$ cat config.mk
export PLATFORM = sky130hd
export DESIGN_NAME = sek_front
export DESIGN_NICKNAME = d
export VERILOG_FILES = /design/src/sek_pkg.sv /design/src/sek_front.sv
export SDC_FILE = /design/constraint.sdc
export NUM_CORES = 1
export LEC_CHECK = 0
export ABC_AREA = 0
export BUFFER_PORTS_ARGS = -buffer_cell sky130_fd_sc_hd__buf_4
export CAP_MARGIN = 30
export CORE_ASPECT_RATIO = 1.4
export CORE_MARGIN = 10
export CORE_UTILIZATION = 45
export CTS_CLUSTER_SIZE = 10
export DETAILED_ROUTE_END_ITERATION = 8
export MAX_ROUTING_LAYER = met4
export PLACE_DENSITY = 0.65
export SYNTH_ARGS = -nofsm -noshare
export SYNTH_HDL_FRONTEND = slang
export SYNTH_SLANG_ARGS = --single-unit
$ cat constraint.sdc
create_clock -name clk -period 8.5 [get_ports clk]
set_clock_uncertainty 0.15 [all_clocks]
set_input_delay 2.125 -clock clk [delete_from_list [all_inputs] [get_ports clk]]
set_output_delay 2.125 -clock clk [all_outputs]
set_load 0.02 [all_outputs]
$ cat src/sek_pkg.sv
// sek_pkg: word types, register indexes and widths shared by the
// squared exponential kernel block. No dependencies.
`timescale 1ns / 1ps
package sek_pkg;

	localparam int SUM_W = 40;
	localparam int DVD_W = 82;
	localparam int DVS_W = 48;
	localparam int DCNT_W = 7;

	localparam logic REG_AMPLITUDE = 1'b0;
	localparam logic REG_LENGTH_SCALE = 1'b1;

	typedef struct packed {
		logic signed [15:0] coord_a;
		logic signed [15:0] coord_b;
		logic last_coord;
	} item_t;

	typedef struct packed {
		logic [15:0] kernel_value;
		logic [16:0] grad_wrt_amplitude;
		logic [23:0] grad_wrt_length;
	} result_t;

	typedef struct packed {
		logic start;
		logic [DVD_W-1:0] dividend;
		logic [DVS_W-1:0] divisor;
		logic [DCNT_W-1:0] nbits;
	} div_req_t;

endpackage

$ cat src/sek_front.sv
// sek_front: takes coordinate words, squares the difference and sums
// the squared distance per point pair. Depends on sek_pkg.
`timescale 1ns / 1ps
module sek_front import sek_pkg::*; #(
	parameter int MAX_DIM = 16
) (
	input  logic clk,
	input  logic arst_n,
	input  logic item_valid,
	output logic item_stall,
	input  item_t item,
	input  logic q_full,
	output logic q_push,
	output logic [SUM_W-1:0] q_data
);

	localparam int CW = $clog2(MAX_DIM + 1);

	logic s1_vld_q;
	logic [31:0] sq_s1;
	logic last_s1;
	logic [SUM_W-1:0] sum_q;
	logic [CW-1:0] cnt_q;
	logic adv;
	logic take;
	logic signed [16:0] diff;
	logic [15:0] ad;
	logic room;
	logic [SUM_W:0] sum_add;
	logic [SUM_W-1:0] sum_new;

	assign adv = !s1_vld_q || !(last_s1 && q_full);
	assign item_stall = !adv;
	assign take = item_valid && adv;

	assign diff = 17'(item.coord_a) - 17'(item.coord_b);
	assign ad = diff[16] ? 16'(-diff) : diff[15:0];

	assign room = cnt_q < CW'(MAX_DIM);
	assign sum_add = {1'b0, sum_q} + (SUM_W + 1)'(sq_s1);
	always_comb begin
		if (!room)
			sum_new = sum_q;
		else if (sum_add[SUM_W])
			sum_new = '1;
		else
			sum_new = sum_add[SUM_W-1:0];
	end

	assign q_push = s1_vld_q && adv && last_s1;
	assign q_data = sum_new;

	always_ff @(posedge clk or negedge arst_n) begin
		if (!arst_n) begin
			s1_vld_q <= 1'b0;
			sum_q <= '0;
			cnt_q <= '0;
		end else begin
			s1_vld_q <= take || (s1_vld_q && !adv);
			if (s1_vld_q && adv) begin
				if (last_s1) begin
					sum_q <= '0;
					cnt_q <= '0;
				end else begin
					sum_q <= sum_new;
					if (room)
						cnt_q <= cnt_q + 1'b1;
				end
			end
		end
	end

	always_ff @(posedge clk) begin
		if (take) begin
			sq_s1 <= ad * ad;
			last_s1 <= item.last_coord;
		end
	end

endmodule

==> impl_metrics.csv <==
group,metric,value,unit
outcome,status,"complete, but fails checks",
outcome,violations,"negative setup slack",
worst_setup_path,crit_required,8460,ps
cells_and_area,antennaDiodeCount,0,
worst_setup_path,cp_max_fo,6,
logic_synthesis,synth_cell_type_count,90,
detailed_routing,routed_wl,36200,µm
worst_setup_path,crit_top_cell,"fa_1",
logic_synthesis,synth-edff-count,32,
cells_and_area,stdcell_count,2327,
logic_synthesis,synth_xor_area_share,5.86,%
placed_design,gp_congestion,0.933,
worst_setup_path,slowest_stage,"fa_1",
logic_synthesis,synth_top_family_by_area,"adder cells",
sta,setup_ws,-1450,ps
worst_setup_path,start_kind,"input pin",
logic_synthesis,synth_warnings,0,
logic_synthesis,synth_top_cell_by_area,"fa_1",
detailed_routing,routed_via_density,5.25,
cells_and_area,synthToLayoutAreaGrowth,33.0,%
sta,slew_headroom,30.4,%
detailed_routing,drtAntennaViolNets,0,
grt,antenna_found_initial,0,
sta,tightest_slew,1030,ps
worst_hold_path,hp-class,"reg2reg",
logic_synthesis,synthesis.instances,1574,
sta,setup_viol,22,
logic_synthesis,synth.avg_cell_area,8.74,µm²
logic_synthesis,synth_ff_type,"dfrtp_1",
worst_setup_path,arrival,9910,ps
worst_setup_path,crit_type,"in2reg",
floorplanning,dieArea,38100,µm²
floorplanning,fp.coreArea,30000,µm²
detailed_routing,firstDrtPassIters,5,
logic_synthesis,synthMuxAreaShare,0.464,%
grt,grt_pass1_vias,12971,
clocking,tritoncts,"yes",
grt,grt_overflow_total,0,
detailed_routing,dr_total_vias,12216,
sta,max_freq,0.100,GHz
clocking,cts-root-buf,"clkbuf_16",
sta,finalSetupTns,-20270,ps
logic_synthesis,synth-compound-area-share,17.2,%
detailed_routing,drc,0,
cells_and_area,drive_above_1_share,30.7,%
grt,grtUsageTotal,19.5,%
floorplanning,placement_rows,75,
clocking,cts_sinks,78,
placed_design,port_buffers,78,
sta,fin_crit_sh,117,%
logic_synthesis,synth_top_cell_area_share,24.0,%
logic_synthesis,synth_simple_gate_area_share,14.3,%
grt,grt_pass1_wl,60400,µm
sta,final-hold-violation-count,0,
logic_synthesis,yosys.cell_count.top_type,"inv_1",
floorplanning,start_util,45.8,%
placed_design,place_inst,2266,
logic_synthesis,synth_fa_ha_area_share,37.3,%
logic_synthesis,synth-seq-area-share,15.4,%
logic_synthesis,synth_area,13800,µm²
clocking,path_clk_slew,60,ps
worst_setup_path,critical_path.max_stage_delay,600,ps
floorplanning,ios,79,
clocking,worstSkewPairLatency,360,ps
detailed_routing,wl_per_cell,15.5,µm
detailed_routing,drtIter0Drc,570,
clocking,cts_buffers,9,
floorplanning,die-height,227,µm
sta,final_max_slew_viol_count,0,
clocking,cts_buffer_depth,2,
logic_synthesis,async_flop_share,59.0,%
grt,grt_max_degree,47,
sta,rsz0062_at_grt,"true",
sta,period_needed,9950,ps
clocking,cts-htree-levels,3,
logic_synthesis,synth_common_cells,"inv_1, fa_1, ha_1, nor2_1, nand2_1",
logic_synthesis,synth_area_leaders,"fa_1, ha_1, dfrtp_1, inv_1, edfxtp_1",
logic_synthesis,synth_nets,1922,
worst_setup_path,cp-end-kind,"flop",
placed_design,dp_hpwl,30100,µm
floorplanning,die_w,168,µm
logic_synthesis,synth-seq-cells,78,
run,cap_violations,0,
cells_and_area,fin_nets,2285,
## path summary, 6_finish.rpt
check,cells past startpoint,to,slack [ps],from
worst min-delay path,2,sum_q[31],380,sum_q[31]
worst max register to register,12,sum_q[26],4340,sq_s1[0]
worst max-delay path,35,sq_s1[31],-1450,item[17]
min in group asynchronous,1,sum_q[4],1630,arst_n
worst min register to register,2,sum_q[31],380,sum_q[31]
max in group asynchronous,1,sum_q[30],6130,arst_n
## timing repair
| action | in CTS | in global routing |
|---|---|---|
| pin swaps | 75 | 77 |
| hold endpoints to repair | 0 | 0 |
| gates cloned | 0 | 0 |
| buffers inserted | 24 | 26 |
| resized for setup | 58 | 78 |
| setup endpoints to repair | 24 | 24 |
| hold buffers | 0 | 0 |
## through the flow
step                      hold slack [ps]  util, %  setup WS (ps)  area (µm²)
final                                 381     60.9          -1450       18300
after global routing                  412     60.9          -1830       18300
after CTS                             386     59.3          -1540       17800
after detailed placement              367     56.7          -2190       17000
after global placement                363     56.7          -2070       17000
after floorplan                       326        -          -1560       14100
## critical path: cells and delay by family
family                   cells  cell delay (ps)
AO/OA/AOI/OAI                9             1710
XOR/XNOR                     3              480
adder cells (fa/ha/maj)      9             3620
buffers and inverters        8              670
AND/OR/NAND/NOR              6             1310
## cell families (layout without fill, tap and decap cells)
kind of cell / after synthesis / after routing
and+or+nand+nor: 417 / 417
AOI/OAI and AO/OA: 340 / 340
buffers and inverters: 339 / 707
adders and majority gates: 311 / 311
xor gates and xnor gates: 83 / 83
DFF: 78 / 78
muxes: 6 / 6
## sequential cells by signal (all words and copies together) (netlist names)
| signal | cells |
|---|---|
| last_s1 | 1 |
| s1_vld_q | 1 |
| sq_s1 | 31 |
| cnt_q | 5 |
| sum_q | 40 |
## routing by layer
metal | routed length, µm | global-route usage [%] | vias to the layer above
li1 | - | - | 5960
met1 | 14300 | 20.5 | 5886
met2 | 19500 | 36.8 | 279
met3 | 1120 | 1.96 | 91
met4 | 1290 | 7.01 | 0
met5 | 0 | - | -
## area by class of cell
type	instances	area, µm²
fill	2539	11700
timing repair buffer	395	3120
tap	385	482
inverter	296	1130
clock buffer	10	229
clock inverter	6	85.1
multi-input combinational	1157	11100
sequential	78	2110
## layout by cell type (no fill, tap or decap), types with 27 or more instances in the layout
cell type,count
o21ai_0,39
inv_1,265
nor3_1,27
xnor2_1,40
edfxtp_1,32
a21o_1,47
buf_4,365
ha_1,127
a21oi_1,72
nor2_1,127
inv_2,29
fa_1,161
nand2_1,117
dfrtp_1,46
Power is not shown: default switching activity piles up to over one toggle a cycle in this logic, so the estimate is an artifact.
