`src/sek_pkg.sv`:
```
// sek_pkg: word types, register indexes and widths shared by the
// squared exponential kernel block. No dependencies.
`timescale 1ns / 1ps
package sek_pkg;

	localparam int SUM_W = 40;
	localparam int DVD_W = 82;
	localparam int DVS_W = 48;
	localparam int DCNT_W = 7;

	localparam logic REG_AMPLITUDE = 1'b0;
	localparam logic REG_LENGTH_SCALE = 1'b1;

	typedef struct packed {
		logic signed [15:0] coord_a;
		logic signed [15:0] coord_b;
		logic last_coord;
	} item_t;

	typedef struct packed {
		logic [15:0] kernel_value;
		logic [16:0] grad_wrt_amplitude;
		logic [23:0] grad_wrt_length;
	} result_t;

	typedef struct packed {
		logic start;
		logic [DVD_W-1:0] dividend;
		logic [DVS_W-1:0] divisor;
		logic [DCNT_W-1:0] nbits;
	} div_req_t;

endpackage

```
`src/sek_div.sv`:
```
// sek_div: bit-serial restoring divider, one quotient bit per cycle.
// Depends on sek_pkg.
`timescale 1ns / 1ps
module sek_div import sek_pkg::*; (
	input  logic clk,
	input  logic arst_n,
	input  div_req_t req,
	output logic done,
	output logic [DVD_W-1:0] quotient
);

	logic busy_q;
	logic done_q;
	logic [DCNT_W-1:0] cnt_q;
	logic [DVD_W-1:0] dvd_q;
	logic [DVS_W-1:0] dvs_q;
	logic [DVS_W-1:0] rem_q;
	logic [DVD_W-1:0] quo_q;
	logic [DVS_W:0] rem_sh;
	logic ge;

	assign rem_sh = {rem_q, dvd_q[cnt_q]};
	assign ge = rem_sh >= {1'b0, dvs_q};

	always_ff @(posedge clk or negedge arst_n) begin
		if (!arst_n) begin
			busy_q <= 1'b0;
			done_q <= 1'b0;
		end else begin
			done_q <= 1'b0;
			if (busy_q) begin
				if (cnt_q == '0) begin
					busy_q <= 1'b0;
					done_q <= 1'b1;
				end
			end else if (req.start) begin
				busy_q <= 1'b1;
			end
		end
	end

	always_ff @(posedge clk) begin
		if (busy_q) begin
			rem_q <= ge ? DVS_W'(rem_sh - {1'b0, dvs_q}) : rem_sh[DVS_W-1:0];
			quo_q <= {quo_q[DVD_W-2:0], ge};
			cnt_q <= cnt_q - 1'b1;
		end else if (req.start) begin
			dvd_q <= req.dividend;
			dvs_q <= req.divisor;
			cnt_q <= req.nbits - 1'b1;
			rem_q <= '0;
			quo_q <= '0;
		end
	end

	assign done = done_q;
	assign quotient = quo_q;

endmodule

```
`src/sek_back.sv`:
```
// sek_back: sequencer for exponent, kernel and gradients over one shared
// multiplier and the sek_div divider. Depends on sek_pkg, sek_div.
`timescale 1ns / 1ps
module sek_back import sek_pkg::*; (
	input  logic clk,
	input  logic arst_n,
	input  logic [15:0] amplitude,
	input  logic [15:0] length_scale,
	input  logic q_nonempty,
	input  logic [SUM_W-1:0] q_data,
	output logic q_pop,
	output logic result_valid,
	input  logic result_stall,
	output result_t result
);

	typedef enum logic [18:0] {
		S_IDLE   = 19'b0000000000000000001,
		S_L2     = 19'b0000000000000000010,
		S_XSTART = 19'b0000000000000000100,
		S_XDIV   = 19'b0000000000000001000,
		S_TMUL   = 19'b0000000000000010000,
		S_TDIV   = 19'b0000000000000100000,
		S_TWAIT  = 19'b0000000000001000000,
		S_SQ     = 19'b0000000000010000000,
		S_SQW    = 19'b0000000000100000000,
		S_EFIN   = 19'b0000000001000000000,
		S_KMUL   = 19'b0000000010000000000,
		S_KW     = 19'b0000000100000000000,
		S_QDIV   = 19'b0000001000000000000,
		S_NLO    = 19'b0000010000000000000,
		S_NLOW   = 19'b0000100000000000000,
		S_NHI    = 19'b0001000000000000000,
		S_NHIW   = 19'b0010000000000000000,
		S_GDIV   = 19'b0100000000000000000,
		S_OUT    = 19'b1000000000000000000
	} state_t;

	state_t state_q;
	logic [SUM_W-1:0] d_q;
	logic [15:0] l_q;
	logic [31:0] l2_q;
	logic [29:0] t_q;
	logic [31:0] term_q;
	logic [31:0] s_q;
	logic [3:0] k_q;
	logic [2:0] n_q;
	logic [16:0] e_q;
	logic [32:0] ae_q;
	logic [15:0] kv_q;
	logic [23:0] grad_q;
	logic [47:0] qq_q;
	logic [56:0] num_q;
	logic ovld_q;
	result_t res_q;

	logic [31:0] mul_a;
	logic [32:0] mul_b;
	logic [64:0] prod_q;
	logic [64:0] prod_rnd;
	div_req_t dreq;
	logic ddone;
	logic [DVD_W-1:0] quo;
	logic [31:0] term_new;
	logic [32:0] e_sum;
	logic [33:0] kv_sum;
	logic [DVD_W-1:0] num_full;
	logic [32:0] rcp_m;
	logic [5:0] rcp_s;

	sek_div u_div (
		.clk(clk),
		.arst_n(arst_n),
		.req(dreq),
		.done(ddone),
		.quotient(quo)
	);

	// term / k as multiply by ceil(2^s / k), exact for a 30-bit term
	always_comb begin
		case (k_q)
			4'd1: begin
				rcp_m = 33'd1073741824;
				rcp_s = 6'd30;
			end
			4'd2: begin
				rcp_m = 33'd1073741824;
				rcp_s = 6'd31;
			end
			4'd3: begin
				rcp_m = 33'd1431655766;
				rcp_s = 6'd32;
			end
			4'd4: begin
				rcp_m = 33'd1073741824;
				rcp_s = 6'd32;
			end
			4'd5: begin
				rcp_m = 33'd1717986919;
				rcp_s = 6'd33;
			end
			4'd6: begin
				rcp_m = 33'd1431655766;
				rcp_s = 6'd33;
			end
			4'd7: begin
				rcp_m = 33'd1227133514;
				rcp_s = 6'd33;
			end
			4'd8: begin
				rcp_m = 33'd1073741824;
				rcp_s = 6'd33;
			end
			4'd9: begin
				rcp_m = 33'd1908874354;
				rcp_s = 6'd34;
			end
			4'd10: begin
				rcp_m = 33'd1717986919;
				rcp_s = 6'd34;
			end
			4'd11: begin
				rcp_m = 33'd1561806290;
				rcp_s = 6'd34;
			end
			4'd12: begin
				rcp_m = 33'd1431655766;
				rcp_s = 6'd34;
			end
			default: begin
				rcp_m = 33'd1073741824;
				rcp_s = 6'd30;
			end
		endcase
	end

	assign prod_rnd = prod_q + (65'd1 << 29);
	assign e_sum = {1'b0, s_q} + 33'd8192;
	assign kv_sum = {1'b0, prod_q[32:0]} + 34'd32768;
	assign term_new = 32'(prod_q >> rcp_s);
	assign num_full = DVD_W'(num_q) + (DVD_W'(prod_q[56:0]) << 24) + (DVD_W'(l2_q) << 15);

	always_comb begin
		mul_a = '0;
		mul_b = '0;
		case (state_q)
			S_L2: begin
				mul_a = 32'(l_q);
				mul_b = 33'(l_q);
			end
			S_TMUL: begin
				mul_a = term_q;
				mul_b = 33'(t_q);
			end
			S_TDIV: begin
				mul_a = prod_rnd[61:30];
				mul_b = rcp_m;
			end
			S_SQ: begin
				mul_a = s_q;
				mul_b = 33'(s_q);
			end
			S_KMUL: begin
				mul_a = 32'(amplitude);
				mul_b = 33'(e_q);
			end
			S_NLO: begin
				mul_a = 32'(qq_q[23:0]);
				mul_b = ae_q;
			end
			S_NHI: begin
				mul_a = 32'(qq_q[47:24]);
				mul_b = ae_q;
			end
			default: begin
				mul_a = '0;
				mul_b = '0;
			end
		endcase
	end

	always_comb begin
		dreq = '0;
		case (state_q)
			S_XSTART: begin
				dreq.start = 1'b1;
				dreq.dividend = DVD_W'(d_q) << 16;
				dreq.divisor = DVS_W'({prod_q[31:0], 1'b0});
				dreq.nbits = DCNT_W'(SUM_W + 16);
			end
			S_KW: begin
				dreq.start = e_q != '0;
				dreq.dividend = DVD_W'(d_q) << 8;
				dreq.divisor = DVS_W'(l_q);
				dreq.nbits = DCNT_W'(SUM_W + 8);
			end
			S_NHIW: begin
				dreq.start = 1'b1;
				dreq.dividend = num_full;
				dreq.divisor = DVS_W'(l2_q) << 16;
				dreq.nbits = DCNT_W'(DVD_W);
			end
			default: dreq = '0;
		endcase
	end

	assign q_pop = (state_q == S_IDLE) && q_nonempty;

	always_ff @(posedge clk or negedge arst_n) begin
		if (!arst_n) begin
			state_q <= S_IDLE;
			ovld_q <= 1'b0;
		end else begin
			if ((state_q == S_OUT) && (!ovld_q || !result_stall))
				ovld_q <= 1'b1;
			else if (!result_stall)
				ovld_q <= 1'b0;
			case (state_q)
				S_IDLE: if (q_nonempty) state_q <= S_L2;
				S_L2: state_q <= S_XSTART;
				S_XSTART: state_q <= S_XDIV;
				S_XDIV: begin
					if (ddone) begin
						if (quo >= (DVD_W'(17) << 16))
							state_q <= S_KMUL;
						else
							state_q <= S_TMUL;
					end
				end
				S_TMUL: state_q <= S_TDIV;
				S_TDIV: state_q <= S_TWAIT;
				S_TWAIT: state_q <= (k_q == 4'd12) ? S_SQ : S_TMUL;
				S_SQ: state_q <= S_SQW;
				S_SQW: state_q <= (n_q == 3'd4) ? S_EFIN : S_SQ;
				S_EFIN: state_q <= S_KMUL;
				S_KMUL: state_q <= S_KW;
				S_KW: state_q <= (e_q == '0) ? S_OUT : S_QDIV;
				S_QDIV: if (ddone) state_q <= S_NLO;
				S_NLO: state_q <= S_NLOW;
				S_NLOW: state_q <= S_NHI;
				S_NHI: state_q <= S_NHIW;
				S_NHIW: state_q <= S_GDIV;
				S_GDIV: if (ddone) state_q <= S_OUT;
				S_OUT: if (!ovld_q || !result_stall) state_q <= S_IDLE;
				default: state_q <= S_IDLE;
			endcase
		end
	end

	always_ff @(posedge clk) begin
		prod_q <= mul_a * mul_b;
		case (state_q)
			S_IDLE: begin
				d_q <= q_data;
				l_q <= (length_scale == '0) ? 16'd1 : length_scale;
			end
			S_XSTART: l2_q <= prod_q[31:0];
			S_XDIV: begin
				e_q <= '0;
				t_q <= {quo[20:0], 9'b0};
				s_q <= 32'd1 << 30;
				term_q <= 32'd1 << 30;
				k_q <= 4'd1;
			end
			S_TWAIT: begin
				term_q <= term_new;
				if (k_q[0])
					s_q <= (s_q >= term_new) ? s_q - term_new : '0;
				else
					s_q <= s_q + term_new;
				k_q <= k_q + 4'd1;
				n_q <= '0;
			end
			S_SQW: begin
				s_q <= prod_rnd[61:30];
				n_q <= n_q + 3'd1;
			end
			S_EFIN: e_q <= (e_sum[32:14] > 19'd65536) ? 17'd65536 : e_sum[30:14];
			S_KW: begin
				ae_q <= prod_q[32:0];
				kv_q <= (kv_sum[33:16] > 18'd65535) ? 16'hFFFF : kv_sum[31:16];
				grad_q <= '0;
			end
			S_QDIV: qq_q <= quo[47:0];
			S_NLOW: num_q <= prod_q[56:0];
			S_GDIV: grad_q <= (quo > DVD_W'(24'hFFFFFF)) ? 24'hFFFFFF : quo[23:0];
			S_OUT: begin
				if (!ovld_q || !result_stall) begin
					res_q.kernel_value <= kv_q;
					res_q.grad_wrt_amplitude <= e_q;
					res_q.grad_wrt_length <= grad_q;
				end
			end
			default: ;
		endcase
	end

	assign result_valid = ovld_q;
	assign result = res_q;

endmodule

```
`config.mk`:
```
export PLATFORM = sky130hd
export DESIGN_NAME = sek_back
export DESIGN_NICKNAME = d
export VERILOG_FILES = /design/src/sek_pkg.sv /design/src/sek_div.sv /design/src/sek_back.sv
export SDC_FILE = /design/constraint.sdc
export NUM_CORES = 2
export LEC_CHECK = 0
export BUFFER_PORTS_ARGS = -buffer_cell sky130_fd_sc_hd__buf_2
export CORE_MARGIN = 2
export CORE_UTILIZATION = 30
export DETAILED_ROUTE_END_ITERATION = 10
export GPL_TIMING_DRIVEN = 1
export PLACE_DENSITY = 0.44
export SLEW_MARGIN = 20
export SYNTH_ARGS = -nofsm -noshare
export SYNTH_HDL_FRONTEND = slang
export SYNTH_SLANG_ARGS = --single-unit
```
`constraint.sdc`:
```
create_clock -name clk -period 13 [get_ports clk]
set_input_delay 0.65 -clock clk [delete_from_list [all_inputs] [get_ports clk]]
set_output_delay 0.65 -clock clk [all_outputs]
set_load 0.1 [all_outputs]
```
==> summary.md <==
| Metric | Value |
|---|---|
| Outcome | completed |
| Fin. max-slew vios | 0 |
| Clock transition at the registers of the reported paths | about 0.07 ns |
| Initial drt markers | ~6.0k |
| Placer Congestion | roughly 0.95 |
| Post-Route WL | approximately 320 mm |
| Sequential-to-total area share from yosys stat | 30.0% |
| Slew HR | under 10% |
| Post-synth EDFFs | 699 |
| Initial antenna violation count | 29 |
| H-tree Lvls | 3 |
| Fillers | about 27k |
| Area of the die | between 200000 and 300000 sq um |
| Clock Sinks | around 810 |
| RSZ-0062 raised after global routing | no |
| Floorplan row count | between 150 and 200 |
| Core Region | about 260000 sq um |
| CP max-delay cell | a222oi_1 |
| Post-route minimum period | around 13 ns |
| Final setup vio count | 0 |
| Leak pwr | approximately 38 nW |
| P&R area growth vs syn | 10.2% |
| Fmax | slightly below 80 MHz |
| Post-Syn Area | slightly below 80000 sq um |
| CP Max Fanout | 12 |
| Cell taking the most area after synthesis | edfxtp_1 |
| Most used cell, CP | fa_1 |
| Nets | between 9k and 10k |
| Number of global-route vias before repair | just over 60k |
| Die Span Y | 512 um |
| Setup ws final | ~0.36 ns |
| HPWL after DPL | between 200 and 250 mm |
| Final period util | 97.2% |
| CP max stage delay | just over 0.9 ns |
| Setup TNS | 0 ns |
| WP data required | 13.62 ns |
| Int Pwr | 5.71 mW |
| Psw | 3.49 mW |
| Setup Skew | around 0.039 ns |
| Worst slew pin tran | about 1.4 ns |
| Antenna Nets Post-Route | 0 |
| Vias per cell | around 5.2 |
| Maximum VDD drop | ~0.11 mV |
| # DRC | 0 |
| Overflow after GRT | 0 |
| Share of cells above drive strength 1 | ~8.3% |
| Top FF cell, synth | edfxtp_1 |
| Sequential power share | approximately two fifths |
| Clk root buf | clkbuf_16 |
| Yosys top cell area share | a little over a quarter |
| Synth unique cells | around 110 |
| DR pass1 iterations | 11 |
| Clock network fraction of total power | between 20% and 30% |
| CP Capture Type | flop |
| Clk_lat worst skew | 0.74 ns |
| Largest net degree at the start of global routing | between 90 and 100 |
| MaxCap Viol Count | 0 |
| Hold Path Class | primary input to flop |
| Worst Path Arrival | ~13 ns |
| Crit path kind | flop to flop |
| Gate power share | 30.6% |
| GR Util All Layers | 23.8% |
| Sw Share | 37.9% |
| Inserted Clock Buffers | ~90 |
| Final hold vios | 0 |
| Synth Instances | roughly 7.9k |
| DR WL/cell | between 20 and 30 um |
| Most frequent cells in the layout | inv_1, nand2_1, fa_1 |
| Ports | ~140 |
| Initial Util | a little under a third |
| Total number of vias | between 50k and 60k |
| Most common cell after layout, fill and taps aside | inv_1 |
| Synthesis warning total | 0 |
| Die width | approximately 510 um |
| Post-synthesis register bit count | 807 |
| Async SR Flop Fraction | ~2.7% |
| Syn avg cell area | just under 10 sq um |
| CP Launch Type | flop |
| PD cells | between 100 and 150 nW/um^2 |
| CTS Buffer Depth | 3 |
| Hold slack | 0.0983 ns |
| I/O Buffers | between 100 and 150 |
| TritonCTS clock tree | done |
| Global-route wire length before repair | ~450 mm |
| Area contributors post-synth | edfxtp_1, fa_1, ha_1 |
| DP Worst Slack | roughly 0.26 ns |
-- sequential cells by signal, indices dropped and copies added (netlist names), 40 cells and up --
name,flops
d_q,40
num_q,57
prod_q,65
qq_q,48
result,57
u_div.dvd_q,82
u_div.dvs_q,48
u_div.quotient,82
u_div.rem_q,48
-- path summary, 6_finish.rpt --
path / start / to / slack (ns) / depth (start not counted)
worst max-delay path: prod_q[29]$_DFF_P_ / prod_q[59]$_DFF_P_ / 0.36 / 33
worst min-delay path: q_data[11] / d_q[11]$_DFFE_PP_ / 0.1 / 1
worst max register to register: prod_q[29]$_DFF_P_ / prod_q[59]$_DFF_P_ / 0.36 / 33
worst min register to register: kv_q[3]$_SDFFCE_PN1P_ / result[44]$_DFFE_PP_ / 0.41 / 0
max in group asynchronous: arst_n / u_div.busy_q$_DFF_PN0_ / 12.17 / 2
min in group asynchronous: arst_n / u_div.done$_DFF_PN0_ / 0.43 / 2
-- kinds of logic after synthesis --
logic type               after synthesis  synth area share [%]
other                                  2               0.00969
AND/OR/NAND/NOR                     2514                  14.5
XOR/XNOR                             233                  2.63
flip-flops                           807                  30.0
multiplexers                         137                  2.59
adder cells (fa/ha/maj)             1403                  31.9
AO/OA/AOI/OAI                       1151                  10.0
buffers and inverters               1643                  8.29
-- layout make-up --
type / instances / area [sq um] / area share, %
Antenna cell: 7 / 17.5 / 0.0205
Tap cell: 3384 / 4230 / 4.96
Inverter: 1195 / 4490 / 5.25
Multi-Input combinational cell: 5447 / 48100 / 56.3
Sequential cell: 807 / 23300 / 27.3
Timing Repair Buffer: 369 / 2460 / 2.88
Clock inverter: 52 / 494 / 0.579
Clock buffer: 111 / 2350 / 2.75
-- power groups by stage --
stage,clock [mW],sequential (mW),combinational (mW)
final,2.58,3.81,2.82
after global routing,2.72,3.85,3.05
after CTS,2.63,3.81,2.82
after detailed placement,0,3.85,2.81
after global placement,0,3.85,2.80
after floorplan,0,3.62,1.83
-- synth_stat cells, types with 82 or more instances --
master and n:
nor2_1 749, clkbuf_1 279, mux2i_1 82, and2_1 191, ha_1 450, a21oi_1 256, a21o_1 121, o21ai_0 231
buf_2 131, nand2_1 1050, dfxtp_1 86, edfxtp_1 699, xor2_1 90, nand3_1 92, inv_1 1192, fa_1 953
xnor2_1 143
-- metal layers --
metal	global-route usage [%]	vias to the layer above	wire length (um)
met5	0	-	30
met4	9.07	4	14200
met3	3.56	437	20600
met2	37.1	2321	142000
met1	33.3	30906	140000
li1	-	25963	-
-- worst max-delay path: cells and delay by family (launching register included) --
| family | cells | cell delay (ns) |
|---|---|---|
| xor gates and xnor gates | 2 | 0.34 |
| and+or+nand+nor | 9 | 3.15 |
| AOI/OAI and AO/OA | 8 | 3.09 |
| buffers and inverters | 5 | 0.58 |
| adders and majority gates | 9 | 4.54 |
| DFF | 1 | 0.82 |
-- through the flow --
step	area, sq um	power (mW)	utilization, %	cells
after floorplan	77500	5.46	-	7896
after global placement	82500	6.65	32.1	11198
after detailed placement	82500	6.66	32.1	11198
after CTS	85300	9.26	33.2	11362
after global routing	85400	9.62	33.2	11365
final	85400	9.21	33.2	11372
-- repair_timing --
item / CTS / global route
gates resized for setup: 0 / 2
setup buffers: 0 / 2
hold buffers: 1 / 0
endpoints found under the hold margin: 21 / 0
endpoints found under the setup margin: 0 / 6
Power figures use the tool's default switching activity.
