<file path="config.mk">
export PLATFORM = sky130hd
export DESIGN_NAME = sek_queue
export DESIGN_NICKNAME = d
export VERILOG_FILES = /design/src/sek_pkg.sv /design/src/sek_queue.sv
export SDC_FILE = /design/constraint.sdc
export NUM_CORES = 1
export LEC_CHECK = 0
export ABC_AREA = 1
export ABC_CLOCK_PERIOD_IN_PS = 7850
export BUFFER_PORTS_ARGS = -buffer_cell sky130_fd_sc_hd__buf_4
export CAP_MARGIN = 20
export CORE_AREA = 2 2 70 105
export DETAILED_ROUTE_END_ITERATION = 10
export DIE_AREA = 0 0 72 107
export PLACE_DENSITY = 0.74
export SLEW_MARGIN = 10
export SYNTH_ARGS = -nofsm -noshare
export SYNTH_HDL_FRONTEND = slang
export SYNTH_SLANG_ARGS = --single-unit
</file>
<file path="constraint.sdc">
create_clock -name clk -period 7.85 [get_ports clk]
set_input_delay 0.3925 -clock clk [delete_from_list [all_inputs] [get_ports clk]]
set_output_delay 0.3925 -clock clk [all_outputs]
set_load 0.02 [all_outputs]
</file>
<file path="src/sek_pkg.sv">
// sek_pkg: word types, register indexes and widths shared by the
// squared exponential kernel block. No dependencies.
`timescale 1ns / 1ps
package sek_pkg;

	localparam int SUM_W = 40;
	localparam int DVD_W = 82;
	localparam int DVS_W = 48;
	localparam int DCNT_W = 7;

	localparam logic REG_AMPLITUDE = 1'b0;
	localparam logic REG_LENGTH_SCALE = 1'b1;

	typedef struct packed {
		logic signed [15:0] coord_a;
		logic signed [15:0] coord_b;
		logic last_coord;
	} item_t;

	typedef struct packed {
		logic [15:0] kernel_value;
		logic [16:0] grad_wrt_amplitude;
		logic [23:0] grad_wrt_length;
	} result_t;

	typedef struct packed {
		logic start;
		logic [DVD_W-1:0] dividend;
		logic [DVS_W-1:0] divisor;
		logic [DCNT_W-1:0] nbits;
	} div_req_t;

endpackage

</file>
<file path="src/sek_queue.sv">
// sek_queue: two-entry queue of squared distances between front and back.
// Depends on sek_pkg.
`timescale 1ns / 1ps
module sek_queue import sek_pkg::*; (
	input  logic clk,
	input  logic arst_n,
	input  logic push,
	input  logic [SUM_W-1:0] wdata,
	input  logic pop,
	output logic full,
	output logic nonempty,
	output logic [SUM_W-1:0] rdata
);

	logic [SUM_W-1:0] mem_q [2];
	logic wp_q;
	logic rp_q;
	logic [1:0] cnt_q;

	assign full = cnt_q == 2'd2;
	assign nonempty = cnt_q != 2'd0;
	assign rdata = mem_q[rp_q];

	always_ff @(posedge clk or negedge arst_n) begin
		if (!arst_n) begin
			wp_q <= 1'b0;
			rp_q <= 1'b0;
			cnt_q <= 2'd0;
		end else begin
			if (push)
				wp_q <= !wp_q;
			if (pop)
				rp_q <= !rp_q;
			if (push && !pop)
				cnt_q <= cnt_q + 2'd1;
			else if (pop && !push)
				cnt_q <= cnt_q - 2'd1;
		end
	end

	always_ff @(posedge clk) begin
		if (push)
			mem_q[wp_q] <= wdata;
	end

endmodule

</file>
==> impl.org, run 1 <==
** Outcome
- The run finished with clean final reports.

** Worst setup path
- CP Data Arrival Time :: between 2 and 2.5 ns
- Counting stages on the worst path, the most repeated cell is sky130_fd_sc_hd__buf_4.
- Highest-delay cell along the critical path :: sky130_fd_sc_hd__dfrtp_2
- The setup path with the least slack is of type reg -> out.
- Critical Path Start Type :: flop
- The critical path starts at rp_q$_DFFE_PN0P_.
- Following the worst setup path forward leads to its endpoint at rdata[31].
- Critical Path, Cell by Cell :: buf_4 > mux2_2 > buf_4
- The critical path runs through a total of 3 cells.
- Max incr delay on CP :: 0.79 ns
- Crit path buffers/inverters :: 2
- Cell type group with the largest total delay on the critical path :: flip-flops
- The worst register-to-register path ends at mem_q[1][24]$_DFFE_PP_.
- Worst setup slack for register-to-register paths :: around 6 ns
- Kind of capture point of the worst setup path :: output port
- Number of cells traversed by the worst register-to-register path :: 3
- Worst-path fanout max :: 21
- Critical path required time :: 7.46 ns
- The worst register-to-register path begins at wp_q$_DFFE_PN0P_.

** Yosys
- Count of state elements after synthesis :: 84
- Distinct cell type count of the synthesized netlist :: 14
- Post-Synthesis Cell Area :: 3300 um^2
- Average cell area after synthesis :: 22.0 um^2
- Sequential fraction of the synthesis area :: between 70 and 80%
- Mapped Nets :: 195
- Synth Instances :: 150
- Warning count from the yosys run :: 0

** Timing
- Setup repair after global routing left no endpoint under its margin.
- Worst max-slew margin expressed relative to the limit :: between 40% and 50%
- For the finished layout, the period the worst path requires is 2.55 ns.
- After layout, the worst path uses 32.5% of the clock period.
- Max-slew violations :: 0
- Total negative slack for setup checks :: 0 ns
- The number of failing hold endpoints at the final stage came to 0.
- For the pin with the worst max-slew slack, the measured transition is around 0.76 ns.
- Setup violations remaining at the end of the flow were counted as 0.
- Highest Clock Rate :: 0.392 GHz
- On the final layout, the worst clock skew is 0.00587 ns.

** CTS
- In this run the post-CTS setup repair buffer count came out at 0.
- CTS built an H-tree with a depth of 3.
- After clock tree synthesis, the clock-pin slew on the worst setup and hold paths is roughly 0.080 ns.
- Cell at the root of the clock tree :: sky130_fd_sc_hd__clkbuf_8
- The number of gates resized after CTS was 0.
- Buffers inserted during clock tree synthesis total 9.
- At the later pin of the worst-skew pair, clock insertion delay measures 0.34 ns.
- The longest clock path from root to sink contains 2 buffers.
- TritonCTS built the clock tree.
- For this design, the sink count on the clock tree is 84.

** Routing
- Final antenna-violating net count :: 0
- Dividing the detail-routed via count by the number of cells gives 4.87.
- Routed length per instance :: approximately 16 um
- Iteration-0 DRC count of the detailed router :: slightly below 90
- Before antenna repair, the detailed router went through 4 iterations.
- Wires add up to 5260 um.
- Vias post-DR :: 1596
- For this run, design rule violations remaining after detail routing come to 0.

** Cells and area
- Cells with a size suffix above 1 make up 58.0% of the layout.
- Antenna Diode Count :: 0
- Most common cell after layout, fill and taps aside :: sky130_fd_sc_hd__buf_4
- Utilization of the core after routing :: 62.0%
- Post-route standard cell area excluding fillers :: 4220 um^2
- The library cells used most frequently in the layout, excluding fill and tap cells, are sky130_fd_sc_hd__buf_4, sky130_fd_sc_hd__edfxtp_1, sky130_fd_sc_hd__mux2_4, sky130_fd_sc_hd__clkbuf_8.
- For this run, the post-layout net count is 290.
- The area growth from synthesis to layout is 28.0%.

** Floorplanning
- From bottom edge to top edge, the die measures 107 um.
- The die covers 7700 um^2.
- Number of placement rows :: 37
- Initial core utilization :: between 40% and 50%
- Pin placement for this block handled 86 I/O pins.
- The core region is 6810 um^2.
- From left edge to right edge, the die measures 72 um.

** Global routing
- Global routing finished with a remaining overflow of 0.
- Global routing consumed, over all layers together, 14.3% of the routing resources.
- The first global-routing pass estimated approximately 7900 um of wire.
- Entering global routing, the biggest net connects 28 pins.
- The initial antenna violation count came to 0.
- The via count of the first global-routing pass came to around 1600.

** Place
- Post-detailed-placement half-perimeter wirelength :: approximately 3600 um
- I/O Buffers :: 85
- GPL Wtd Cong :: 0.706
- After detailed placement, the total cell area comes to 3990 um^2.

** Power
- Total Power :: 1.55 mW
- Maximum vdd drop :: 248 uV
- Total leakage power :: approximately 1.7 nW
- In this run the power density over the cells is between 300 and 400 nW/um^2.

** Flow run
- Across the run, the number of max-cap violations was 0.

** Min path
- Hold Path Class :: in -> reg
==> worst register-to-register path, cell delays in order (launching register included) <==
cell                       delay [ns]
sky130_fd_sc_hd__dfrtp_1         0.44
sky130_fd_sc_hd__nand2_1         0.09
sky130_fd_sc_hd__clkinv_1        0.59
sky130_fd_sc_hd__buf_4           0.50
==> stage by stage <==
stage	setup slack (ns)	cells	hold WS, ns
global placement	5.65	310	0.195
floorplan	5.30	150	0.0969
finish	5.30	328	0.227
global route	5.17	328	0.207
CTS	5.25	328	0.212
detailed placement	5.63	311	0.194
==> power breakdown <==
group	internal, mW	leakage, nW	switching, mW
Combinational	0.291	0.829	0.271
Sequential	0.596	0.797	0.0557
Clock	0.189	0.106	0.144
==> cell type report <==
| class | instances | area, um^2 |
|---|---|---|
| fill | 493 | 2580 |
| sequential | 84 | 2500 |
| clock buffer | 11 | 141 |
| multi-input combinational | 54 | 684 |
| tap | 78 | 97.6 |
| timing repair buffer | 89 | 683 |
| inverter | 7 | 26.3 |
| clock inverter | 5 | 83.8 |
==> logic make-up after synthesis <==
| logic type | count (synthesis) | share of synthesized area (%) |
|---|---|---|
| AND/OR/NAND/NOR | 10 | 1.25 |
| buffers and inverters | 12 | 3.57 |
| adder cells (fa/ha/maj) | 1 | 0.379 |
| flip-flops | 84 | 75.9 |
| multiplexers | 40 | 18.1 |
| XOR/XNOR | 3 | 0.797 |
==> state kept, by name, summed over array words and instances (netlist names) <==
signal	count
cnt_q	2
mem_q	80
rp_q	1
wp_q	1
==> metal layers <==
| layer | wire (um) | up-vias | global-route usage (%) | part of all wire [%] |
|---|---|---|---|---|
| met5 | 0 | - | 0 | 0 |
| met4 | 59 | 0 | 8.49 | 1.1 |
| met3 | 330 | 5 | 3.95 | 6.3 |
| met2 | 2930 | 52 | 25.0 | 56 |
| met1 | 1950 | 782 | 15.1 | 37 |
| li1 | - | 757 | - | - |
==> Yosys cell counts (all sizes together) <==
master | count | area (um^2)
nor2 | 2 | 7.51
xor2 | 2 | 17.5
edfxtp | 80 | 2400
inv | 7 | 26.3
nand2 | 6 | 22.5
dfrtp | 4 | 100
buf | 5 | 91.3
xnor2 | 1 | 8.76
nand4 | 1 | 6.26
ha | 1 | 12.5
nand3 | 1 | 5.00
mux2 | 40 | 597
==> how the worst min path moves through the flow <==
stage	from	end	slack [ns]	depth (start not counted)
2_1_floorplan	arst_n	cnt_q[0]$_DFFE_PN0P_	0.1	0
4_1_cts	pop	rp_q$_DFFE_PN0P_	0.21	2
5_1_grt	wdata[39]	mem_q[0][39]$_DFFE_PP_	0.21	1
3_5_place_dp	arst_n	wp_q$_DFFE_PN0P_	0.19	1
3_3_place_gp	arst_n	cnt_q[0]$_DFFE_PN0P_	0.19	1
6_report	pop	rp_q$_DFFE_PN0P_	0.23	2
==> timing repair <==
item | 4_1_cts | 5_1_grt
endpoints found under the setup margin | 0 | 0
endpoints found under the hold margin | 4 | 0
hold buffers | 1 | 0
No activity file was read; power rests on OpenSTA's default activity.
==> run 2: changes to the inputs <==
--- a/config.mk
+++ b/config.mk
@@ -6,13 +6,13 @@
 export NUM_CORES = 1
 export LEC_CHECK = 0
 export ABC_AREA = 1
-export ABC_CLOCK_PERIOD_IN_PS = 7850
+export ABC_CLOCK_PERIOD_IN_PS = 2100
 export BUFFER_PORTS_ARGS = -buffer_cell sky130_fd_sc_hd__buf_4
 export CAP_MARGIN = 20
-export CORE_AREA = 2 2 70 105
+export CORE_AREA = 2 2 72 108
 export DETAILED_ROUTE_END_ITERATION = 10
-export DIE_AREA = 0 0 72 107
-export PLACE_DENSITY = 0.74
+export DIE_AREA = 0 0 74 110
+export PLACE_DENSITY = 0.73
 export SLEW_MARGIN = 10
 export SYNTH_ARGS = -nofsm -noshare
 export SYNTH_HDL_FRONTEND = slang
==> constraint.sdc (replaced) <==
create_clock -name clk -period 2.1 [get_ports clk]
set_input_delay 0.105 -clock clk [delete_from_list [all_inputs] [get_ports clk]]
set_output_delay 0.105 -clock clk [all_outputs]
set_load 0.02 [all_outputs]
==> impl.org, run 2 (synthesized netlist as in run 1, its figures left out) <==
** Outcome
- Result of the run :: finished, final reports clean

** Cells and area
- Utilization of the core after routing :: 64.0% (+2.0 points)
- Register name with the most flops :: mem_q
- Sequential cell area :: 2500 um^2 (unchanged)
- Registers with the most flip-flops :: mem_q: 80 flops, cnt_q: 2 flops
- Final #Nets :: 334 (+15%)
- In the layout the commonest cells are sky130_fd_sc_hd__buf_4, sky130_fd_sc_hd__edfxtp_1, sky130_fd_sc_hd__dlygate4sd3_1, sky130_fd_sc_hd__mux2_4, sky130_fd_sc_hd__clkbuf_8.
- Leaving out fill and tap cells, the most frequent cell in the layout is sky130_fd_sc_hd__buf_4.
- Flip-flop count of the largest register after layout :: 80 (unchanged)
- Antenna Diode Count :: 0 (unchanged)
- The area of all placed cells without fillers is 4590 um^2 (+8.8%).
- Compared with the post-synthesis result, the final layout area differs by 39.3%.
- Multi-input gate area :: 684 um^2 (unchanged)
- Number of fill cells in the layout :: 510 (+3.4%)
- The share of final-layout standard cells stronger than drive strength 1 came to 48.6% (-9.4 points).

** CTS
- TritonCTS built the clock tree.
- TritonCTS Buffers :: 9 (unchanged)
- Max clock buf depth :: 2 (unchanged)
- The root buffer cell chosen for the clock tree is sky130_fd_sc_hd__clkbuf_8.
- The clock-pin slew on the worst setup and hold paths came to 0.07 ns (about the same).
- The number of setup buffers added after CTS was 0 (unchanged).
- The clock latency at the later pin of the worst-skew pair was 0.35 ns (about the same).
- The clock sink count is 84 (unchanged).
- The number of levels in the clock H-tree was 3 (unchanged).

** Global routing
- The global-route total usage across every layer was 15.9% (+1.5 points).
- The met3 track demand over resource is 4.82% (+0.87 points).
- Global routing's busiest layer :: met2
- The routing usage on met1 is 15.5% (+0.38 points).
- Antenna violations before repair :: 0 (unchanged)
- Via count of the first global-routing pass :: 1915 (+16%)
- Maximum number of pins on one net before global-route repair :: 36 (+29%)
- The leftover overflow at the end of global routing is 0 (unchanged).
- Global-route wire length before repair :: 9080 um (+15%)
- The met2 global-route usage is 29.5% (+4.5 points).

** Routing
- Vias post-DR :: 1770 (+11%)
- The mean number of vias per cell was 4.54 (-6.7%).
- DR pass1 iterations :: 4 (unchanged)
- DRC violation count after routing :: 0 (unchanged)
- The wire length reported by the detailed router was 5980 um (+14%).
- Routed length per instance :: 15.3 um (-4.4%)
- Iteration-0 DRC count of the detailed router :: 98 (+13%)
- The number of nets with antenna violations after detailed routing came to 0 (unchanged).

** Worst setup path
- Reg2Reg Launch Point :: wp_q$_DFFE_PN0P_
- Worst setup slack for register-to-register paths :: 0.91 ns (-5.05 ns)
- The critical path ends at rdata[25].
- Worst-path fanout max :: 35 (+67%)
- The worst setup path is captured at an output port.
- Critical path required time :: 2.00 ns (-5.46 ns)
- Critical Path Start Type :: flop
- In this run the worst setup path begins at rp_q$_DFFE_PN0P_.
- In this run the critical register-to-register path is captured at mem_q[0][19]$_DFFE_PP_.
- The arrival time reported for the critical path endpoint is 1.68 ns (-0.48 ns).
- The depth of the worst register-to-register path was 2 (-1).
- The worst setup path is of the reg -> out kind.

** Flow run
- Number of max-capacitance violations reported :: 0 (unchanged)

** Power
- Total Power :: 5.52 mW (+260%)
- Total leakage power :: 1.88 nW (+8.6%)
- The maximum ir drop on the vdd rail was 1070 uV (+330%).
- The power density over cell area came to 1200 nW/um^2 (+230%).

** Floorplanning
- The floorplan die area is 8140 um^2 (+5.7%).
- Initial core utilization :: 45.9% (-2.5 points)
- CORE AREA :: 7180 um^2 (+5.5%)
- Overall die height :: 110 um (+2.8%)
- Ports placed on the boundary :: 86 (unchanged)
- The die width was 74 um (+2.8%).
- Number of placement rows :: 38 (+2.7%)

** Timing
- Final worst clock skew :: 0.00780 ns (+0.00194 ns)
- Worst max-slew margin expressed relative to the limit :: 78.8% (+30 points)
- Count of endpoints failing setup in the final report :: 0 (unchanged)
- Highest Clock Rate :: 0.562 GHz
- Post-route minimum period :: 1.78 ns
- Max-slew violations :: 0 (unchanged)
- Final clock period utilization by the worst path :: approximately 85%
- The worst hold-check slack came to 0.0782 ns (-0.149 ns).
- Total negative slack for setup checks :: 0 ns (unchanged)
- The actual slew at the worst max-slew pin was 0.317 ns (-0.445 ns).
- The number of failing hold endpoints at the final stage was 0 (unchanged).
- RSZ-0062 raised after global routing :: false

** Place
- GPL Wtd Cong :: 0.640 (-9.3%)
- The placed instance area is 4030 um^2 (+1.1%).
- I/O Buffers :: 85 (unchanged)
- The half-perimeter wire length after placement came to 3850 um (+6.4%).

** Min path
- The tightest min-delay check is of the in -> async type.
-- run 2: power by group --
| group | internal, mW | total (mW) | switching, mW | leakage [nW] |
|---|---|---|---|---|
| clock network | 0.400 | 0.888 | 0.488 | 0.0686 |
| logic | 1.16 | 2.27 | 1.11 | 1.02 |
| registers | 2.23 | 2.36 | 0.135 | 0.797 |
-- run 2: critical path, stage by stage, from the launching register on --
cell	delay, ns
sky130_fd_sc_hd__dfrtp_2	0.50
sky130_fd_sc_hd__buf_12	0.30
sky130_fd_sc_hd__mux2_4	0.33
sky130_fd_sc_hd__buf_4	0.16
-- run 2: how the worst min path moves through the flow --
stage | to | depth (start not counted) | startpoint
3_5_place_dp | wp_q$_DFFE_PN0P_ | 1 | arst_n
4_1_cts | cnt_q[0]$_DFFE_PN0P_ | 2 | arst_n
2_1_floorplan | cnt_q[0]$_DFFE_PN0P_ | 0 | arst_n
5_1_grt | cnt_q[0]$_DFFE_PN0P_ | 2 | arst_n
6_report | cnt_q[0]$_DFFE_PN0P_ | 2 | arst_n
3_3_place_gp | wp_q$_DFFE_PN0P_ | 1 | arst_n
-- run 2: cell type report --
type / instances / share of cell area (%)
sequential: 84 / 54.5
timing repair buffer: 133 / 24.4
multi-input combinational: 54 / 14.9
clock buffer: 11 / 2.86
tap: 100 / 2.72
inverter: 7 / 0.572
clock inverter: 1 / 0.0817
-- run 2: per-stage QoR --
| stage | instances | worst slack [ns] |
|---|---|---|
| 2_1_floorplan | 150 | 0.225 |
| 5_1_grt | 390 | 0.260 |
| 3_5_place_dp | 335 | 0.688 |
| 6_report | 390 | 0.320 |
| 3_3_place_gp | 335 | 0.706 |
| 4_1_cts | 390 | 0.300 |
-- run 2: metal layers --
| layer | vias up | wire [um] |
|---|---|---|
| met3 | 7 | 251 |
| met1 | 876 | 2100 |
| li1 | 844 | - |
| met2 | 43 | 3530 |
| met5 | - | 0 |
| met4 | 0 | 102 |
-- run 2: repair_timing --
action / 4_1_cts / 5_1_grt
hold endpoints to repair: 86 / 0
gates resized for setup: 0 / 0
hold buffers: 43 / 0
==> run 3: changes to the inputs <==
--- a/config.mk
+++ b/config.mk
@@ -6,13 +6,13 @@
 export NUM_CORES = 1
 export LEC_CHECK = 0
 export ABC_AREA = 1
-export ABC_CLOCK_PERIOD_IN_PS = 2100
+export ABC_CLOCK_PERIOD_IN_PS = 1700
 export BUFFER_PORTS_ARGS = -buffer_cell sky130_fd_sc_hd__buf_4
 export CAP_MARGIN = 20
-export CORE_AREA = 2 2 72 108
+export CORE_AREA = 2 2 70 105
 export DETAILED_ROUTE_END_ITERATION = 10
-export DIE_AREA = 0 0 74 110
-export PLACE_DENSITY = 0.73
+export DIE_AREA = 0 0 72 107
+export PLACE_DENSITY = 0.74
 export SLEW_MARGIN = 10
 export SYNTH_ARGS = -nofsm -noshare
 export SYNTH_HDL_FRONTEND = slang
==> constraint.sdc (replaced) <==
create_clock -name clk -period 1.7 [get_ports clk]
set_input_delay 0.085 -clock clk [delete_from_list [all_inputs] [get_ports clk]]
set_output_delay 0.085 -clock clk [all_outputs]
set_load 0.02 [all_outputs]
==> impl.org, run 3 (synthesized netlist as in run 1, its figures left out) <==
** Timing
- Worst hold slack after final layout :: 0.0605 ns (-0.0176 ns)
- Counting I/O delays and the setup requirement, the final critical path takes 1.56 ns.
- The number of failing hold endpoints at the final stage was 0 (unchanged).
- Transition at the pin with the smallest max-transition slack :: 0.294 ns (-0.0236 ns)
- Total negative slack for setup checks :: 0 ns (unchanged)
- The maximum clock skew at final layout came to 0.00486 ns (-0.00294 ns).
- The total of endpoints with negative setup slack in the final report was 0 (unchanged).
- Timing would allow up to 0.642 GHz.
- Worst max-slew margin expressed relative to the limit :: 80.4% (+1.6 points)
- RSZ-0062 raised after global routing :: false
- Max-slew violations :: 0 (unchanged)
- Final clock period utilization by the worst path :: 91.6%

** CTS
- The total clock buffers created by CTS is 9 (unchanged).
- The root buffer cell chosen for the clock tree is sky130_fd_sc_hd__clkbuf_8.
- Clock network latency to the later pin of the worst-skew pair :: 0.34 ns (about the same)
- The clock-pin slew on the worst setup and hold paths came to 0.07 ns (about the same).
- The number of gates given a new drive strength after cts is 0 (unchanged).
- Number of buffers inserted by post-CTS setup repair :: 0 (unchanged)
- Sink count of the clock tree :: 84 (unchanged)
- The maximum buffer depth of the clock tree came to 2 (unchanged).
- # H-tree levels :: 3 (unchanged)
- TritonCTS built the clock tree.

** Routing
- DR pass1 iterations :: 3 (-1)
- The wire length reported by the detailed router came to 5930 um (-0.89%).
- The number of nets with antenna violations after detailed routing was 0 (unchanged).
- The final routed wire length divided by cell count is 15.9 um (+3.4%).
- The DRC marker count from the first detailed-route iteration was 76 (-22%).
- The mean number of vias per cell was 4.74 (+4.5%).
- The DRC violations left came to 0 (unchanged).
- The via count is 1773 (+0.17%).

** Worst setup path
- Reg2Reg Launch Point :: wp_q$_DFFE_PN0P_
- The critical path data required time is 1.62 ns (-0.38 ns).
- Highest-delay cell along the critical path :: sky130_fd_sc_hd__dfrtp_2
- The worst setup path is launched from a flop.
- CP Class :: reg -> out
- Kind of capture point of the worst setup path :: output port
- The reg2reg setup slack is 0.51 ns (-0.40 ns).
- The arrival time reported for the critical path endpoint came to 1.47 ns (-0.21 ns).
- Critical Path, Cell by Cell :: buf_12 > mux2_2 > buf_4
- The critical path starts at rp_q$_DFFE_PN0P_.
- Worst-path fanout max :: 19 (-46%)
- Reg2reg end :: mem_q[0][11]$_DFFE_PP_
- The peak per-stage delay on the critical path came to 0.41 ns (-0.09 ns).
- The depth of the worst register-to-register path came to 2 (unchanged).

** Global routing
- Total overflow reported by the global router :: 0 (unchanged)
- Antenna violations before repair :: 0 (unchanged)
- Via count of the first global-routing pass :: 1931 (+0.84%)
- GRT Util Overall :: 16.2% (+0.30 points)
- Global-route wire length before repair :: 8900 um (-2.0%)
- The largest net degree at the start of global routing came to 23 (-36%).

** Floorplanning
- The top-level port count came to 86 (unchanged).
- The die width is 72 um (-2.7%).
- The starting utilization of the core area was 48.4% (+2.5 points).
- The number of core rows is 37 (-2.6%).
- The placeable core region was 6810 um^2 (-5.2%).
- The floorplan die area was 7700 um^2 (-5.4%).
- Overall die height :: 107 um (-2.7%)

** Cells and area
- Leaving out fill and tap cells, the most frequent cell in the layout is sky130_fd_sc_hd__buf_4.
- The diode insertion count for antenna repair came to 0 (unchanged).
- The number of nets at the end of the flow is 336 (+0.60%).
- Registers with the most flip-flops :: mem_q: 80 flops, cnt_q: 2 flops
- The flip-flop count of the largest register, all copies and words added was 80 (unchanged).
- mem_q holds more flip-flops than any other register.
- The end-of-flow core utilization was 68.2% (+4.2 points).
- Relative to the synthesized area, the layout overhead comes to 40.7%.
- The share of final-layout standard cells stronger than drive strength 1 was 49.7% (+1.0 points).
- The library cells used most frequently in the layout, excluding fill and tap cells, are sky130_fd_sc_hd__buf_4, sky130_fd_sc_hd__edfxtp_1, sky130_fd_sc_hd__dlygate4sd3_1, sky130_fd_sc_hd__mux2_4, sky130_fd_sc_hd__clkbuf_8.

** Place
- GPL Wtd Cong :: 0.681 (+6.4%)
- The half-perimeter wire length after placement is 3830 um (-0.58%).
- The count of port buffers added during placement is 85 (unchanged).

** Power
- Maximum vdd drop :: 1000 uV (-6.6%)
- The total power was 7.07 mW (+28%).
- The leakage power summed over all cells was 1.92 nW (+2.1%).
- PwrDens :: 1520 nW/um^2 (+27%)

** Flow run
- Number of max-capacitance violations reported :: 0 (unchanged)

** Outcome
- The run finished with clean final reports.

** Min path
- In this run the worst hold path is classified as in -> async.
[run 3: changes by cell type in the layout (fill, tap and decap cells not counted)]
| cell | change |
|---|---|
| sky130_fd_sc_hd__buf_12 | +1 |
| sky130_fd_sc_hd__buf_4 | +1 |
| sky130_fd_sc_hd__clkbuf_1 | +1 |
| sky130_fd_sc_hd__clkbuf_8 | +3 |
| sky130_fd_sc_hd__clkinv_1 | -1 |
| sky130_fd_sc_hd__clkinv_2 | +1 |
[run 3: per-layer routing]
| metal | vias up | track usage, % | part of all wire (%) |
|---|---|---|---|
| met1 | 863 | 15.8 | 36 |
| met2 | 51 | 30.0 | 58 |
| met3 | 10 | 4.42 | 4.2 |
| met4 | 0 | 8.49 | 2.2 |
| met5 | - | 0 | 0 |
| li1 | 849 | - | - |
[run 3: critical path: cells and delay by family, from the launching register on]
kind / cells / cell delay, ns
DFF: 1 / 0.41
muxes: 1 / 0.36
buffers and inverters: 2 / 0.36
[run 3: timing repair]
action | in CTS | in global routing
endpoints found under the hold margin | 86 | 0
endpoints found under the setup margin | 0 | 0
hold buffers | 43 | 0
[run 3: worst max-delay path by stage]
stage	to	slack (ns)
after floorplan	mem_q[1][0]$_DFFE_PP_	0.05
after global placement	rdata[31]	0.52
after detailed placement	rdata[31]	0.51
after CTS	rdata[31]	0.12
after global routing	rdata[31]	0.09
final	rdata[31]	0.14
[run 3: metrics by stage]
step | std cells | area [um^2] | worst slack, ns
5_1_grt | 374 | 4640 | 0.0865
3_3_place_gp | 315 | 4030 | 0.519
4_1_cts | 374 | 4640 | 0.122
3_5_place_dp | 315 | 4030 | 0.509
2_1_floorplan | 150 | 3300 | 0.0545
6_report | 374 | 4640 | 0.142
[run 3: power by group]
group | total (mW) | switching [mW] | leakage [nW] | internal, mW
sequential | 2.90 | 0.145 | 0.797 | 2.75
clock | 1.27 | 0.616 | 0.0937 | 0.651
combinational | 2.90 | 1.41 | 1.03 | 1.49
[run 3: cell type report]
cell class	count	area, um^2
flip-flops and latches	84	2500
multi-input cells	54	684
clock inverters	1	5.00
inverters	7	26.3
clock buffers	15	176
fillers	470	2170
well taps	78	97.6
repair buffers	135	1150
